<file path="config.mk">
export PLATFORM = sky130hd
export DESIGN_NAME = one_wire_temperature_reader_flat
export DESIGN_NICKNAME = d
export VERILOG_FILES = /design/src/otr_pkg.sv /design/src/otr_if.sv /design/src/otr_core.sv /design/src/one_wire_temperature_reader.sv /design/src/flat_wrapper.sv
export SDC_FILE = /design/constraint.sdc
export NUM_CORES = 1
export LEC_CHECK = 0
export BUFFER_PORTS_ARGS = -buffer_cell sky130_fd_sc_hd__buf_4
export CORE_ASPECT_RATIO = 1.2
export CORE_UTILIZATION = 60
export DETAILED_ROUTE_END_ITERATION = 8
export PLACE_DENSITY = 0.79
export SLEW_MARGIN = 15
export SYNTH_ARGS = -nofsm -noshare
export SYNTH_HDL_FRONTEND = slang
export SYNTH_SLANG_ARGS = --single-unit
</file>
<file path="constraint.sdc">
create_clock -name clock -period 6.4 [get_ports clock]
set_input_delay 0.32 -clock clock [delete_from_list [all_inputs] [get_ports clock]]
set_output_delay 0.32 -clock clock [all_outputs]
set_load 0.02 [all_outputs]
</file>
<file path="src/otr_pkg.sv">
// Package for the one-wire temperature reader: phase codes, bus timing
// constants, command bytes and the structs shared by the core and top level.
// No dependencies.
package otr_pkg;

   localparam int TicksWidth = 8;
   localparam int WaitWidth  = 20;
   localparam int TempWidth  = 12;

   typedef enum logic [3:0] {
      PH_IDLE      = 4'd0,
      PH_RST_HIGH  = 4'd1,
      PH_RST_LOW   = 4'd2,
      PH_RST_REL   = 4'd3,
      PH_PRESENCE  = 4'd4,
      PH_RST_TAIL  = 4'd5,
      PH_WR_LOW    = 4'd6,
      PH_WR_DATA   = 4'd7,
      PH_CONV_WAIT = 4'd8,
      PH_RD_LOW    = 4'd9,
      PH_RD_SAMPLE = 4'd10,
      PH_RD_REC    = 4'd11
   } phase_type;

   typedef enum logic [0:0] {
      REG_TICKS_PER_US    = 1'b0,
      REG_CONVERT_WAIT_US = 1'b1
   } reg_index_type;

   localparam logic [7:0] CMD_SKIP     = 8'hCC;
   localparam logic [7:0] CMD_CONVERT  = 8'h44;
   localparam logic [7:0] CMD_READ_PAD = 8'hBE;

   // Bus timing in microseconds
   localparam logic [WaitWidth-1:0] T_RST_HIGH = 20'd10;
   localparam logic [WaitWidth-1:0] T_RST_LOW  = 20'd600;
   localparam logic [WaitWidth-1:0] T_RST_REL  = 20'd100;
   localparam logic [WaitWidth-1:0] T_RST_TAIL = 20'd400;
   localparam logic [WaitWidth-1:0] T_WR_LOW   = 20'd2;
   localparam logic [WaitWidth-1:0] T_SLOT     = 20'd60;
   localparam logic [WaitWidth-1:0] T_RD_LOW   = 20'd5;

   // Byte sequence steps
   localparam logic [2:0] STEP_CONVERT  = 3'd1;
   localparam logic [2:0] STEP_CONVWAIT = 3'd2;
   localparam logic [2:0] STEP_READ_PAD = 3'd3;
   localparam logic [2:0] STEP_LOW_BYTE = 3'd4;
   localparam logic [2:0] STEP_HI_BYTE  = 3'd5;

   typedef struct packed {
      logic [TicksWidth-1:0] ticks_per_us;
      logic [WaitWidth-1:0]  convert_wait_us;
   } cfg_type;

   typedef struct packed {
      logic                        drive_low;
      logic                        busy_res;
      logic                        done_res;
      logic signed [TempWidth-1:0] temperature;
   } result_type;

endpackage

</file>
<file path="src/otr_if.sv">
// Handshake channel interfaces for the one-wire temperature reader:
// request, response and register write channels. Depends on otr_pkg.
interface otr_req_if;
   logic valid;
   logic ready;
   logic kind;
   logic line_level;
   modport source (output valid, output kind, output line_level, input ready);
   modport sink (input valid, input kind, input line_level, output ready);
endinterface

interface otr_rsp_if;
   logic                                valid;
   logic                                ready;
   logic                                drive_low;
   logic                                busy_res;
   logic                                done_res;
   logic signed [otr_pkg::TempWidth-1:0] temperature;
   modport source (output valid, output drive_low, output busy_res, output done_res,
                   output temperature, input ready);
   modport sink (input valid, input drive_low, input busy_res, input done_res,
                 input temperature, output ready);
endinterface

interface otr_csr_if;
   logic                             valid;
   logic                             ready;
   logic                             index;
   logic [otr_pkg::WaitWidth-1:0]    data;
   modport source (output valid, output index, output data, input ready);
   modport sink (input valid, input index, input data, output ready);
endinterface

</file>
<file path="src/otr_core.sv">
// Bus sequencer of the one-wire temperature reader: phase, timers, bit and
// byte counters, shift register and reading. Depends on otr_pkg.
module otr_core (
   input  logic                clock,
   input  logic                reset,
   input  logic                fire,
   input  logic                kind,
   input  logic                line_level,
   input  otr_pkg::cfg_type    cfg,
   output otr_pkg::result_type result
);
   import otr_pkg::*;

   phase_type            phase_ff, phase_in;
   logic [2:0]           byte_step_ff, byte_step_in;
   logic [2:0]           bit_index_ff, bit_index_in;
   logic [7:0]           shift_byte_ff, shift_byte_in;
   logic [WaitWidth-1:0] us_timer_ff, us_timer_in;
   logic [7:0]           tick_prescale_ff, tick_prescale_in;
   logic [7:0]           low_byte_ff, low_byte_in;
   logic [TempWidth-1:0] reading_ff, reading_in;
   logic                 done;
   logic [7:0]           tpu;
   logic [7:0]           pre;
   logic [WaitWidth-1:0] tmr;
   logic [2:0]           step;
   logic                 drive;

   always_ff @(posedge clock) begin
      if (reset) begin
         phase_ff         <= PH_IDLE;
         byte_step_ff     <= '0;
         bit_index_ff     <= '0;
         shift_byte_ff    <= '0;
         us_timer_ff      <= '0;
         tick_prescale_ff <= '0;
         low_byte_ff      <= '0;
         reading_ff       <= '0;
      end else if (fire) begin
         phase_ff         <= phase_in;
         byte_step_ff     <= byte_step_in;
         bit_index_ff     <= bit_index_in;
         shift_byte_ff    <= shift_byte_in;
         us_timer_ff      <= us_timer_in;
         tick_prescale_ff <= tick_prescale_in;
         low_byte_ff      <= low_byte_in;
         reading_ff       <= reading_in;
      end
   end

   assign tpu = (cfg.ticks_per_us == '0) ? 8'd1 : cfg.ticks_per_us;
   assign pre = tick_prescale_ff + 8'd1;
   assign tmr = (us_timer_ff != '0) ? us_timer_ff - 20'd1 : '0;
   assign step = byte_step_ff + 3'd1;

   always_comb begin
      phase_in         = phase_ff;
      byte_step_in     = byte_step_ff;
      bit_index_in     = bit_index_ff;
      shift_byte_in    = shift_byte_ff;
      us_timer_in      = us_timer_ff;
      tick_prescale_in = tick_prescale_ff;
      low_byte_in      = low_byte_ff;
      reading_in       = reading_ff;
      done             = 1'b0;

      if (kind) begin
         if (phase_ff == PH_IDLE) begin
            byte_step_in     = '0;
            bit_index_in     = '0;
            shift_byte_in    = '0;
            phase_in         = PH_RST_HIGH;
            us_timer_in      = T_RST_HIGH;
            tick_prescale_in = '0;
         end
      end else if (phase_ff == PH_IDLE) begin
         // tick while idle: hold everything
      end else if (phase_ff == PH_PRESENCE) begin
         if (!line_level) begin
            phase_in         = PH_RST_TAIL;
            us_timer_in      = T_RST_TAIL;
            tick_prescale_in = '0;
         end
      end else if (phase_ff == PH_RD_SAMPLE) begin
         shift_byte_in    = {line_level, shift_byte_ff[7:1]};
         phase_in         = PH_RD_REC;
         us_timer_in      = T_SLOT;
         tick_prescale_in = '0;
      end else if (pre < tpu) begin
         tick_prescale_in = pre;
      end else if (tmr != '0) begin
         tick_prescale_in = '0;
         us_timer_in      = tmr;
      end else begin
         // timer expired: advance the sequence
         tick_prescale_in = '0;
         us_timer_in      = '0;
         case (phase_ff)
            PH_RST_HIGH: begin
               phase_in    = PH_RST_LOW;
               us_timer_in = T_RST_LOW;
            end
            PH_RST_LOW: begin
               phase_in    = PH_RST_REL;
               us_timer_in = T_RST_REL;
            end
            PH_RST_REL: begin
               phase_in = PH_PRESENCE;
            end
            PH_RST_TAIL: begin
               shift_byte_in = CMD_SKIP;
               bit_index_in  = '0;
               phase_in      = PH_WR_LOW;
               us_timer_in   = T_WR_LOW;
            end
            PH_WR_LOW: begin
               phase_in    = PH_WR_DATA;
               us_timer_in = T_SLOT;
            end
            PH_WR_DATA: begin
               shift_byte_in = {1'b0, shift_byte_ff[7:1]};
               if (bit_index_ff == 3'd7) begin
                  byte_step_in = step;
                  case (step)
                     STEP_CONVERT: begin
                        shift_byte_in = CMD_CONVERT;
                        bit_index_in  = '0;
                        phase_in      = PH_WR_LOW;
                        us_timer_in   = T_WR_LOW;
                     end
                     STEP_CONVWAIT: begin
                        if (cfg.convert_wait_us != '0) begin
                           phase_in    = PH_CONV_WAIT;
                           us_timer_in = cfg.convert_wait_us;
                        end else begin
                           phase_in    = PH_RST_HIGH;
                           us_timer_in = T_RST_HIGH;
                        end
                     end
                     STEP_READ_PAD: begin
                        shift_byte_in = CMD_READ_PAD;
                        bit_index_in  = '0;
                        phase_in      = PH_WR_LOW;
                        us_timer_in   = T_WR_LOW;
                     end
                     STEP_LOW_BYTE: begin
                        shift_byte_in = '0;
                        bit_index_in  = '0;
                        phase_in      = PH_RD_LOW;
                        us_timer_in   = T_RD_LOW;
                     end
                     default: begin
                        byte_step_in = '0;
                        phase_in     = PH_IDLE;
                     end
                  endcase
               end else begin
                  bit_index_in = bit_index_ff + 3'd1;
                  phase_in     = PH_WR_LOW;
                  us_timer_in  = T_WR_LOW;
               end
            end
            PH_CONV_WAIT: begin
               phase_in    = PH_RST_HIGH;
               us_timer_in = T_RST_HIGH;
            end
            PH_RD_LOW: begin
               phase_in = PH_RD_SAMPLE;
            end
            PH_RD_REC: begin
               if (bit_index_ff != 3'd7) begin
                  bit_index_in = bit_index_ff + 3'd1;
                  phase_in     = PH_RD_LOW;
                  us_timer_in  = T_RD_LOW;
               end else if (byte_step_ff == STEP_LOW_BYTE) begin
                  low_byte_in   = shift_byte_ff;
                  byte_step_in  = STEP_HI_BYTE;
                  shift_byte_in = '0;
                  bit_index_in  = '0;
                  phase_in      = PH_RD_LOW;
                  us_timer_in   = T_RD_LOW;
               end else begin
                  if (byte_step_ff == STEP_HI_BYTE) begin
                     reading_in = {shift_byte_ff[3:0], low_byte_ff};
                     done       = 1'b1;
                  end
                  byte_step_in = '0;
                  phase_in     = PH_IDLE;
               end
            end
            default: begin
               phase_in = PH_IDLE;
            end
         endcase
      end
   end

   always_comb begin
      case (phase_in)
         PH_RST_LOW, PH_WR_LOW, PH_RD_LOW: drive = 1'b1;
         PH_WR_DATA:                       drive = ~shift_byte_in[0];
         default:                          drive = 1'b0;
      endcase
   end

   assign result.drive_low   = drive;
   assign result.busy_res    = (phase_in != PH_IDLE);
   assign result.done_res    = done;
   assign result.temperature = signed'(reading_in);

endmodule

</file>
<file path="src/one_wire_temperature_reader.sv">
// One-wire temperature reader, top level: input register, sequencer core,
// result register and configuration registers. Depends on otr_pkg, otr_if, otr_core.
// Each accepted transaction is held in the input register; the core's result is then registered in the result register.
// Throughput: one transaction per cycle while the result register is free to take it;
// stalls come only from rsp.ready.
// Reset: phase idle, counters and reading cleared, ticks_per_us = 1,
// convert_wait_us = 0; no clearing pass.
module one_wire_temperature_reader (
   input logic     clock,
   input logic     reset,
   otr_req_if.sink   req,
   otr_rsp_if.source rsp,
   otr_csr_if.sink   csr
);
   import otr_pkg::*;

   logic       in_valid_ff, in_valid_in;
   logic       in_kind_ff;
   logic       in_line_ff;
   logic       out_valid_ff, out_valid_in;
   result_type out_ff;
   result_type result;
   cfg_type    cfg_ff;
   logic       out_free;
   logic       fire;

   assign out_free  = ~out_valid_ff | rsp.ready;
   assign fire      = in_valid_ff & out_free;
   assign req.ready = ~in_valid_ff | out_free;
   assign csr.ready = 1'b1;

   assign in_valid_in  = req.valid | (in_valid_ff & ~out_free);
   assign out_valid_in = fire | (out_valid_ff & ~rsp.ready);

   always_ff @(posedge clock) begin
      if (reset) begin
         in_valid_ff         <= 1'b0;
         out_valid_ff        <= 1'b0;
         cfg_ff.ticks_per_us    <= 8'd1;
         cfg_ff.convert_wait_us <= '0;
      end else begin
         if (req.ready) begin
            in_valid_ff <= in_valid_in;
         end
         out_valid_ff <= out_valid_in;
         if (csr.valid) begin
            case (reg_index_type'(csr.index))
               REG_TICKS_PER_US:    cfg_ff.ticks_per_us    <= csr.data[TicksWidth-1:0];
               REG_CONVERT_WAIT_US: cfg_ff.convert_wait_us <= csr.data;
               default: ;
            endcase
         end
      end
   end

   // payload registers: load on acceptance, hold while stalled
   always_ff @(posedge clock) begin
      if (req.valid & req.ready) begin
         in_kind_ff <= req.kind;
         in_line_ff <= req.line_level;
      end
      if (fire) begin
         out_ff <= result;
      end
   end

   otr_core u_core (
      .clock      (clock),
      .reset      (reset),
      .fire       (fire),
      .kind       (in_kind_ff),
      .line_level (in_line_ff),
      .cfg        (cfg_ff),
      .result     (result)
   );

   assign rsp.valid       = out_valid_ff;
   assign rsp.drive_low   = out_ff.drive_low;
   assign rsp.busy_res    = out_ff.busy_res;
   assign rsp.done_res    = out_ff.done_res;
   assign rsp.temperature = out_ff.temperature;

endmodule

</file>
<file path="src/flat_wrapper.sv">
// flat-port wrapper written by rule: the top's interface ports become plain ports
module one_wire_temperature_reader_flat import otr_pkg::*;
  (clock, reset, req_valid, req_kind, req_line_level, req_ready, rsp_valid, rsp_drive_low, rsp_busy_res, rsp_done_res, rsp_temperature, rsp_ready, csr_valid, csr_index, csr_data, csr_ready);
  otr_req_if req_i ();
  otr_rsp_if rsp_i ();
  otr_csr_if csr_i ();
  input logic clock;
  input logic reset;
  input wire logic [$bits(req_i.valid)-1:0] req_valid;
  input wire logic [$bits(req_i.kind)-1:0] req_kind;
  input wire logic [$bits(req_i.line_level)-1:0] req_line_level;
  output wire logic [$bits(req_i.ready)-1:0] req_ready;
  output wire logic [$bits(rsp_i.valid)-1:0] rsp_valid;
  output wire logic [$bits(rsp_i.drive_low)-1:0] rsp_drive_low;
  output wire logic [$bits(rsp_i.busy_res)-1:0] rsp_busy_res;
  output wire logic [$bits(rsp_i.done_res)-1:0] rsp_done_res;
  output wire logic [$bits(rsp_i.temperature)-1:0] rsp_temperature;
  input wire logic [$bits(rsp_i.ready)-1:0] rsp_ready;
  input wire logic [$bits(csr_i.valid)-1:0] csr_valid;
  input wire logic [$bits(csr_i.index)-1:0] csr_index;
  input wire logic [$bits(csr_i.data)-1:0] csr_data;
  output wire logic [$bits(csr_i.ready)-1:0] csr_ready;
  assign req_i.valid = req_valid;
  assign req_i.kind = req_kind;
  assign req_i.line_level = req_line_level;
  assign req_ready = req_i.ready;
  assign rsp_valid = rsp_i.valid;
  assign rsp_drive_low = rsp_i.drive_low;
  assign rsp_busy_res = rsp_i.busy_res;
  assign rsp_done_res = rsp_i.done_res;
  assign rsp_temperature = rsp_i.temperature;
  assign rsp_i.ready = rsp_ready;
  assign csr_i.valid = csr_valid;
  assign csr_i.index = csr_index;
  assign csr_i.data = csr_data;
  assign csr_ready = csr_i.ready;
  one_wire_temperature_reader u_core (.clock(clock), .reset(reset), .req(req_i), .rsp(rsp_i), .csr(csr_i));
endmodule
</file>
==> results.toml, run 1 <==
[outcome]
status = "finished, final reports clean"

[timing]
slew_headroom_pct = 28.4
slew_violations = 0
clock_skew_ns = 0.0101
setup_viol = 0
fmax_ghz = 0.220
worstMarginPinSlew_ns = 1.07
tns_ns = 0
fin_crit_sh_pct = 70.9
setup_ws_ns = 1.86
period_minus_slack_ns = 4.54
rsz0062_at_grt = "no"
finalHoldViolations = 0
fin_hold_ws_ns = 0.0825

[min_path]
hp-class = "input port to register"
whs_endpoint = "u_core.in_line_ff"
hp-start = "req_line_level"
hold_path_depth = 1

[clock_network]
cts_tree = "yes"
holdBufCountCts = 0
h-tree-depth = 4
cts_buffer_depth = 2
cts_resized = 0
cts_setup_buffers = 0
clockRootBuffer = "clkbuf_16"
numCtsBuffers = 17
cts_sinks = 113
clock_latency_ns = 0.41
clk_pin_slew_worst_paths_ns = 0.06

[logic_synthesis]
syn_nets = 840
post-synth-top-count-cell = "nand2_1"
async_flop_share_pct = 0
ys_top_cells_by_area = "dfxtp_1 (30%), nand2_1 (8.2%), edfxtp_1 (8.1%), nor2_1 (5.8%), a21oi_1 (5.1%)"
synth.top_cells.by_count = "nand2_1 (138), nor2_1 (98), dfxtp_1 (96), a21oi_1 (64), clkbuf_1 (41)"
netlist_area_um2 = 6320
yosysTopAreaCellShare_pct = 30.4
ys_warn_count = 0
ys_seq_area_share_pct = 38.5
yosysUniqueCellTypes = 73
synthCells = 794
yosysTopAreaCell = "dfxtp_1"
synth_flop_cell = "dfxtp_1"
synth_edf_count = 17
syn_avg_cell_area_um2 = 7.96
ys_ff_latch = 113

[routing]
drt-initial-drc-count = 453
routedWlPerCell_um = 17.6
viasPerCell = 6.29
drc = 0
num_vias = 5932
drt_pre_antenna_iters = 8
ant_nets = 0
wirelength_um = 16600

[cells_and_area]
drive_above_1_share_pct = 11.6
syn_to_final_growth_pct = 13.6
design_area_um2 = 7180
final_nets = 850
antennaDiodeCount = 0

[worst_setup_path]
crit_top_cell = "nor4_1"
cp_cell_sequence = "inv_1, ha_1, or3b_2, nor4_1, nand3_1, a211oi_2, buf_4, nand2_1, a221o_1, nor4_1, a31o_2"
start_kind = "register"
required_ns = 6.69
ff2ff_setup_slack_ns = 1.86
path_max_fanout = 16
arrival_ns = 4.83
rr_worst_depth = 11
slowest_stage = "a211oi_2"
path_class = "register to register"
critPathMaxStageDelay_ns = 1.01
cp-end-kind = "register"
reg2reg_to = "u_core.rsp.drive_low"
rr_startpoint = "u_core.u_core.us_timer_ff[0]"

[floorplan]
die_x_um = 95.7
boundaryPins = 46
start_util_pct = 62.5
dieArea_um2 = 11000
core-area_um2 = 10100
rows = 40
die_h_um = 114

[global_routing]
grt_pass1_vias = 5654
grt_max_degree = 93
overflow = 0
antenna_found_initial = 0
grt_usage_pct = 31.8
grt_pass1_wl_um = 27000

[placement]
dp_hpwl_um = 11500
port-buffer-count = 44
placed_cell_area_um2 = 6590
place.gp.congestion = 0.963
dp_slack_ns = 1.96

[power]
total_power_mw = 2.13
peakVddDrop_v = 0.000196
leakage_nw = 3.04
power_density_nw_per_um2 = 297

[flow_run]
drv_cap = 0
-- placed cells by master, fill, tap and decap left out, drive strengths merged, types with 3 or more instances in the layout --
master,instances
nand3,18
and2,5
a2bb2oi,4
o21ai,23
nor3,15
mux2,3
edfxtp,17
xnor2,8
a21o,4
a21oi,64
ha,18
mux2i,25
nand3b,6
or3,8
o2bb2ai,3
a31oi,6
nor4,18
nor2,98
nand4,4
a22o,16
a311oi,3
a221oi,5
buf,46
a32o,3
a211oi,7
or4,8
dfxtp,96
nand2b,4
inv,32
o31ai,4
o21a,4
clkinv,4
a22oi,13
clkbuf,18
and3,15
a2111oi,3
xor2,9
nor2b,5
nand2,138
o31a,3
-- critical path, delay by kind of cell (launching register included) --
kind	cells	cell delay, ns
AO/OA/AOI/OAI	3	1.51
adder cells (fa/ha/maj)	1	0.29
buffers and inverters	2	0.43
flip-flops	1	0.37
AND/OR/NAND/NOR	5	1.82
-- kinds of logic (layout without fill, tap and decap cells) --
kind of cell | count (synthesis) | in the layout | share of synthesized area (%)
fa+ha+maj | 18 | 18 | 3.56
mux | 28 | 28 | 4.49
flops | 113 | 113 | 38.5
buf+inv | 79 | 102 | 5.17
other cells | 1 | 1 | 0.0593
simple gates | 356 | 356 | 26.3
xor+xnor | 17 | 17 | 2.36
compound gates | 182 | 182 | 19.5
-- per-stage QoR --
step                      std cells  utilization [%]
final                           943             71.0
after global routing            943             71.0
after CTS                       943             71.0
after detailed placement        911             65.2
after global placement          911             65.2
after floorplan                 794                -
-- state kept, by name, indices dropped and copies added (netlist names), 3 cells and up --
name and flops:
u_core.rsp.temperature 12, u_core.u_core.shift_byte_ff 8, u_core.u_core.reading_ff 12, u_core.u_core.byte_step_ff 3, u_core.u_core.us_timer_ff 20, u_core.u_core.bit_index_ff 3, u_core.u_core.low_byte_ff 8, u_core.u_core.tick_prescale_ff 8
u_core.cfg_ff 28, u_core.u_core.phase_ff 4
-- per-layer routing --
layer / wire length [um] / GRT usage (%) / vias to the layer above / share of wire [%]
li1: - / - / 2847 / -
met4: 455 / 13.3 / 0 / 2.7
met3: 1090 / 6.37 / 45 / 6.5
met5: 0 / 0 / - / 0
met2: 8150 / 53.2 / 253 / 49
met1: 6910 / 39.5 / 2787 / 42
-- worst max path at each step --
| stage | start | to | slack, ns |
|---|---|---|---|
| after floorplan | u_core.u_core.us_timer_ff[0] | u_core.u_core.byte_step_ff[2] | 2.81 |
| after global placement | u_core.u_core.us_timer_ff[0] | u_core.rsp.drive_low | 2.11 |
| after detailed placement | u_core.u_core.us_timer_ff[0] | u_core.rsp.drive_low | 1.96 |
| after CTS | u_core.u_core.us_timer_ff[0] | u_core.rsp.drive_low | 1.91 |
| after global routing | u_core.u_core.us_timer_ff[0] | u_core.rsp.drive_low | 1.43 |
| final | u_core.u_core.us_timer_ff[0] | u_core.rsp.drive_low | 1.86 |
-- where the power goes --
part           switching (mW)  total (mW)  leakage (nW)  internal (mW)
registers              0.0304       0.774         0.930          0.743
clock network           0.372       0.941         0.292          0.570
logic                   0.257       0.418          1.81          0.161
total                   0.659        2.13          3.04           1.47
-- cell type report --
cell class	count	area, um^2
Multi-Input combinational cell	602	3560
Fill cell	828	2930
Sequential cell	113	2430
Clock buffer	18	450
Timing Repair Buffer	46	345
Tap cell	126	158
Clock inverter	14	140
Inverter	24	90.1
Power figures use the tool's default switching activity.
==> inputs of run 2 (changes only) <==
Settings changed: CORE_UTILIZATION 60 to 55, PLACE_DENSITY 0.79 to 0.77.
Clock period 6.4 ns to 4 ns, I/O delays scaled along.
==> run 2 against run 1 <==
Against the previous run: worst hold slack got worse by 0.065 ns; cell area rose by 4.3%; combinational power rose by 86%; cell count rose by 5.7%; register-to-register slack got worse by 1.7 ns; first-iteration DRC count fell by 2.0%; via count rose by 1.4%; critical path depth rose by 1; sequential cell count did not move; non-clock buffer count rose by 26; largest cell class unchanged.
==> results.toml, run 2 (same netlist as run 1, synthesis figures left out) <==
[timing]
slew_violations = 0
worstMarginPinSlew_ns = 0.950
setup_viol = 0
fin_crit_sh_pct = 96.7
clock_skew_ns = 0.00809
slew_headroom_pct = 36.7
period_minus_slack_ns = 3.87
finalHoldViolations = 0
fmax_ghz = 0.259
tns_ns = 0
rsz0062_at_grt = "no"

[flow_run]
drv_cap = 0

[routing]
drt-initial-drc-count = 444
routedWlPerCell_um = 16.8
drt_pre_antenna_iters = 5
ant_nets = 0
num_vias = 6013
viasPerCell = 6.03
wirelength_um = 16700
drc = 0

[clock_network]
cts_setup_buffers = 0
cts_sinks = 113
cts_tree = "yes"
cts_buffer_depth = 2
numCtsBuffers = 17
clk_pin_slew_worst_paths_ns = 0.06
clockRootBuffer = "clkbuf_16"
clock_latency_ns = 0.42
h-tree-depth = 4

[floorplan]
core-area_um2 = 11100
start_util_pct = 57.0
boundaryPins = 46
die_x_um = 99.9
rows = 42
die_h_um = 119
dieArea_um2 = 11900

[worst_setup_path]
start_kind = "register"
critPathMaxStageDelay_ns = 0.54
slowest_stage = "or4_1"
path_max_fanout = 10
cp_cell_sequence = "inv_1, ha_1, or3b_2, or4_1, o2bb2ai_1, nand4b_1, a211oi_4, buf_4, nand2_1, a221o_1, nor4_1, a31o_2"
cp-end-kind = "register"
path_class = "register to register"
arrival_ns = 4.16
required_ns = 4.29

[placement]
port-buffer-count = 44
place.gp.congestion = 1.03
place_inst = 962
dp_hpwl_um = 11900

[power]
power_density_nw_per_um2 = 482
peakVddDrop_v = 0.000302
leakage_nw = 3.19

[outcome]
status = "finished, final reports clean"

[global_routing]
overflow = 0
antenna_found_initial = 0
grt_pass1_wl_um = 27800
grt_usage_pct = 29.5
grt_max_degree = 93
grt_pass1_vias = 5771

[cells_and_area]
reg_top3 = "u_core.cfg_ff x28, u_core.u_core.us_timer_ff x20"
syn_to_final_growth_pct = 18.4
largest_reg_flops = 28
antennaDiodeCount = 0
layout_commonest_cell = "nand2_1"
layout_common_cells = "nand2_1 (138), nor2_1 (98), dfxtp_1 (96)"
finalNonFillerCells = 997
drive_above_1_share_pct = 14.6
regMostFlops = "u_core.cfg_ff"
final_nets = 876

[min_path]
hp-class = "input port to register"
-- run 2: cell count changes in the layout (fill, tap and decap cells not counted), sizes merged --
cell / before / now
buf: 46 / 69
dlygate4sd3: 0 / 3
bufinv: 1 / 3
clkinv: 4 / 6
inv: 32 / 30
clkbuf: 18 / 17
clkinvlp: 1 / 0
-- run 2: final cells by class --
cell class              instances  area (um^2)
fillers                       937         3600
well taps                     154          193
inverters                      24         90.1
repair buffers                 72          548
clock buffers                  17          425
clock inverters                15          196
flip-flops and latches        113         2430
multi-input cells             602         3600
-- run 2: path summary, 6_finish.rpt --
check,slack (ns),to,from,depth (start not counted)
worst max-delay path,0.13,u_core.rsp.drive_low,u_core.u_core.us_timer_ff[0],12
worst min-delay path,0.02,u_core.cfg_ff[20],csr_data[0],3
worst max register to register,0.13,u_core.rsp.drive_low,u_core.u_core.us_timer_ff[0],12
worst min register to register,0.48,u_core.cfg_ff[16],u_core.cfg_ff[16],2
-- run 2: metrics by stage --
stage / instance area, um^2 / hold slack [ns] / setup slack [ns] / total power, mW / util [%]
2_1_floorplan: 6320 / 0.299 / 0.411 / 1.76 / -
3_3_place_gp: 6800 / 0.379 / 0.193 / 1.99 / 61.3
3_5_place_dp: 6800 / 0.382 / 0.134 / 2.00 / 61.3
4_1_cts: 7450 / 0.00411 / 0.0241 / 3.59 / 67.2
5_1_grt: 7480 / 0.0208 / 0.0183 / 3.74 / 67.5
6_report: 7480 / 0.0170 / 0.133 / 3.60 / 67.5
-- run 2: critical path, delay by kind of cell, from the launching register on --
kind                       cells  cell delay, ns
DFF                            1            0.37
AOI/OAI and AO/OA              4            1.09
adders and majority gates      1            0.30
and+or+nand+nor                5            1.60
buffers and inverters          2            0.38
-- run 2: metal layers --
metal / global-route usage, % / share of wire (%)
met1: 36.8 / 43
met2: 48.9 / 49
met3: 5.52 / 5.3
met4: 13.3 / 3.3
met5: 0 / 0
-- run 2: report_power, final --
group	total [mW]	internal, mW	switching [mW]
logic	0.779	0.330	0.448
registers	1.23	1.19	0.0441
clock network	1.59	0.999	0.593
total	3.60	2.52	1.09
-- run 2: what timing repair did --
action | in CTS | in global routing
hold buffers | 3 | 0
endpoints found under the hold margin | 3 | 0
resized for setup | 0 | 8
setup endpoints to repair | 0 | 30
==> inputs of run 3 (changes only) <==
Settings changed: BUFFER_PORTS_ARGS -buffer_cell sky130_fd_sc_hd__buf_4 to not set, CORE_UTILIZATION 55 to 58, DONT_BUFFER_PORTS set to 1, PLACE_DENSITY 0.77 to 0.76, SLEW_MARGIN 15 to 5.
==> run 3 against run 2 <==
Against the previous run: power down 3.7%; non-clock buffer count down 31; combinational power down 8.5%; global-route usage up 1.1 points; sequential cell count unchanged; fmax up 2.4%; via count down 0.81%; cell area down 3.5%; cell count down 5.5%; critical endpoint is now u_core.u_core.shift_byte_ff[7].
==> results.toml, run 3 (same netlist as run 1, synthesis figures left out) <==
[outcome]
status = "finished, final reports clean"

[power]
power_density_nw_per_um2 = 480
total_power_mw = 3.47
p_int_mw = 2.42
p_clk_share_pct = 43.5
p_switching_mw = 1.04
leakage_nw = 3.00
pwr-share-comb_pct = 20.6
peakVddDrop_v = 0.000298
swShare_pct = 30.1
p_seq_share_pct = 35.9

[floorplan]
rows = 41
boundaryPins = 46
start_util_pct = 59.8
die_x_um = 97.3
die_h_um = 116
core-area_um2 = 10600
dieArea_um2 = 11300

[placement]
place_inst = 885
placed_cell_area_um2 = 6370
port-buffer-count = 0
dp_hpwl_um = 11300
place.gp.congestion = 0.983

[global_routing]
overflow = 0
grt_pass1_wl_um = 27700
antenna_found_initial = 1
grt_usage_pct = 30.6
grt_max_degree = 91
grt_pass1_vias = 5646

[cells_and_area]
drive_above_1_share_pct = 8.25
finalNonFillerCells = 942
syn_to_final_growth_pct = 14.3
reg_top3 = "u_core.cfg_ff x28, u_core.u_core.us_timer_ff x20"
fillers = 842
final_nets = 845
layout_commonest_cell = "nand2_1"
largest_reg_flops = 28
register_area_um2 = 2430
layout_common_cells = "nand2_1 (138), nor2_1 (98), dfxtp_1 (96)"
multi_input_area_um2 = 3560
design_area_um2 = 7220
regMostFlops = "u_core.cfg_ff"

[timing]
period_minus_slack_ns = 3.78
fin_crit_sh_pct = 94.4
finalHoldViolations = 0
setup_viol = 0
fmax_ghz = 0.265
clock_skew_ns = 0.00972
rsz0062_at_grt = "yes"
slew_headroom_pct = 49.6
slew_violations = 0
worstMarginPinSlew_ns = 0.755
fin_hold_ws_ns = 0.0117
tns_ns = 0

[clock_network]
h-tree-depth = 4
cts_buffer_depth = 2
numCtsBuffers = 17
clock_latency_ns = 0.41
clk_pin_slew_worst_paths_ns = 0.06
clockRootBuffer = "clkbuf_16"
cts_setup_buffers = 0
cts_tree = "yes"
cts_sinks = 113

[worst_setup_path]
path_max_fanout = 6
required_ns = 4.35
path_class = "register to register"
arrival_ns = 4.13
cp-end-kind = "register"
start_kind = "register"

[routing]
ant_nets = 0
viasPerCell = 6.33
wirelength_um = 16600
num_vias = 5964
drc = 0
drt_pre_antenna_iters = 7
routedWlPerCell_um = 17.6
drt-initial-drc-count = 431

[flow_run]
drv_cap = 0

[min_path]
hp-class = "input port to register"
## run 3: power by group through the flow
stage               clock network, mW  registers [mW]  logic, mW
floorplan                           0            1.24      0.515
global placement                    0            1.27      0.652
detailed placement                  0            1.27      0.656
CTS                              1.52            1.24      0.698
global route                     1.57            1.25      0.779
finish                           1.51            1.25      0.713
## run 3: cell type report
type                       count  area share [%]
antenna                        1          0.0346
clock buffer                  18            6.08
clock inverter                14            2.06
inverter                      24            1.25
multi-input combinational    602            49.3
sequential                   113            33.7
tap                          129            2.23
timing repair buffer          41            5.34
## run 3: through the flow
stage          setup WS, ns  utilization [%]
4_1_cts               0.243             68.3
3_3_place_gp          0.359             60.3
2_1_floorplan         0.411                -
3_5_place_dp          0.265             60.3
6_report              0.225             68.4
5_1_grt             -0.0232             68.4
## run 3: layer usage
metal  GRT usage [%]  vias up  share of wire (%)
met5               0        -                  0
met4            14.3        0                3.4
li1                -     2856                  -
met3            7.78       52                7.0
met2            50.6      255                 48
met1            37.7     2801                 42
## run 3: final timing paths
path                            cells past startpoint                              to  slack (ns)                              start
worst max register to register                     13  u_core.u_core.shift_byte_ff[7]        0.22  u_core.u_core.tick_prescale_ff[0]
worst min register to register                      2                u_core.cfg_ff[2]        0.48                   u_core.cfg_ff[2]
worst max-delay path                               13  u_core.u_core.shift_byte_ff[7]        0.22  u_core.u_core.tick_prescale_ff[0]
worst min-delay path                                3                u_core.rsp.valid        0.01                          rsp_ready
## run 3: worst max-delay path, stage by stage (launching register included)
cell      delay (ns)
dfxtp_1         0.44
ha_1            0.27
nand3_1         0.18
nor2_1          0.17
xor2_1          0.27
ha_1            0.30
nand4_1         0.10
a21oi_1         0.05
a221oi_1        0.53
a211oi_2        0.16
nor2b_1         0.17
o311ai_1        0.42
nor2b_1         0.44
a22o_1          0.21
## run 3: what timing repair did
action	in CTS	in global routing
hold buffers	24	0
endpoints found under the hold margin	92	0
gates resized for setup	0	1
setup endpoints to repair	0	12
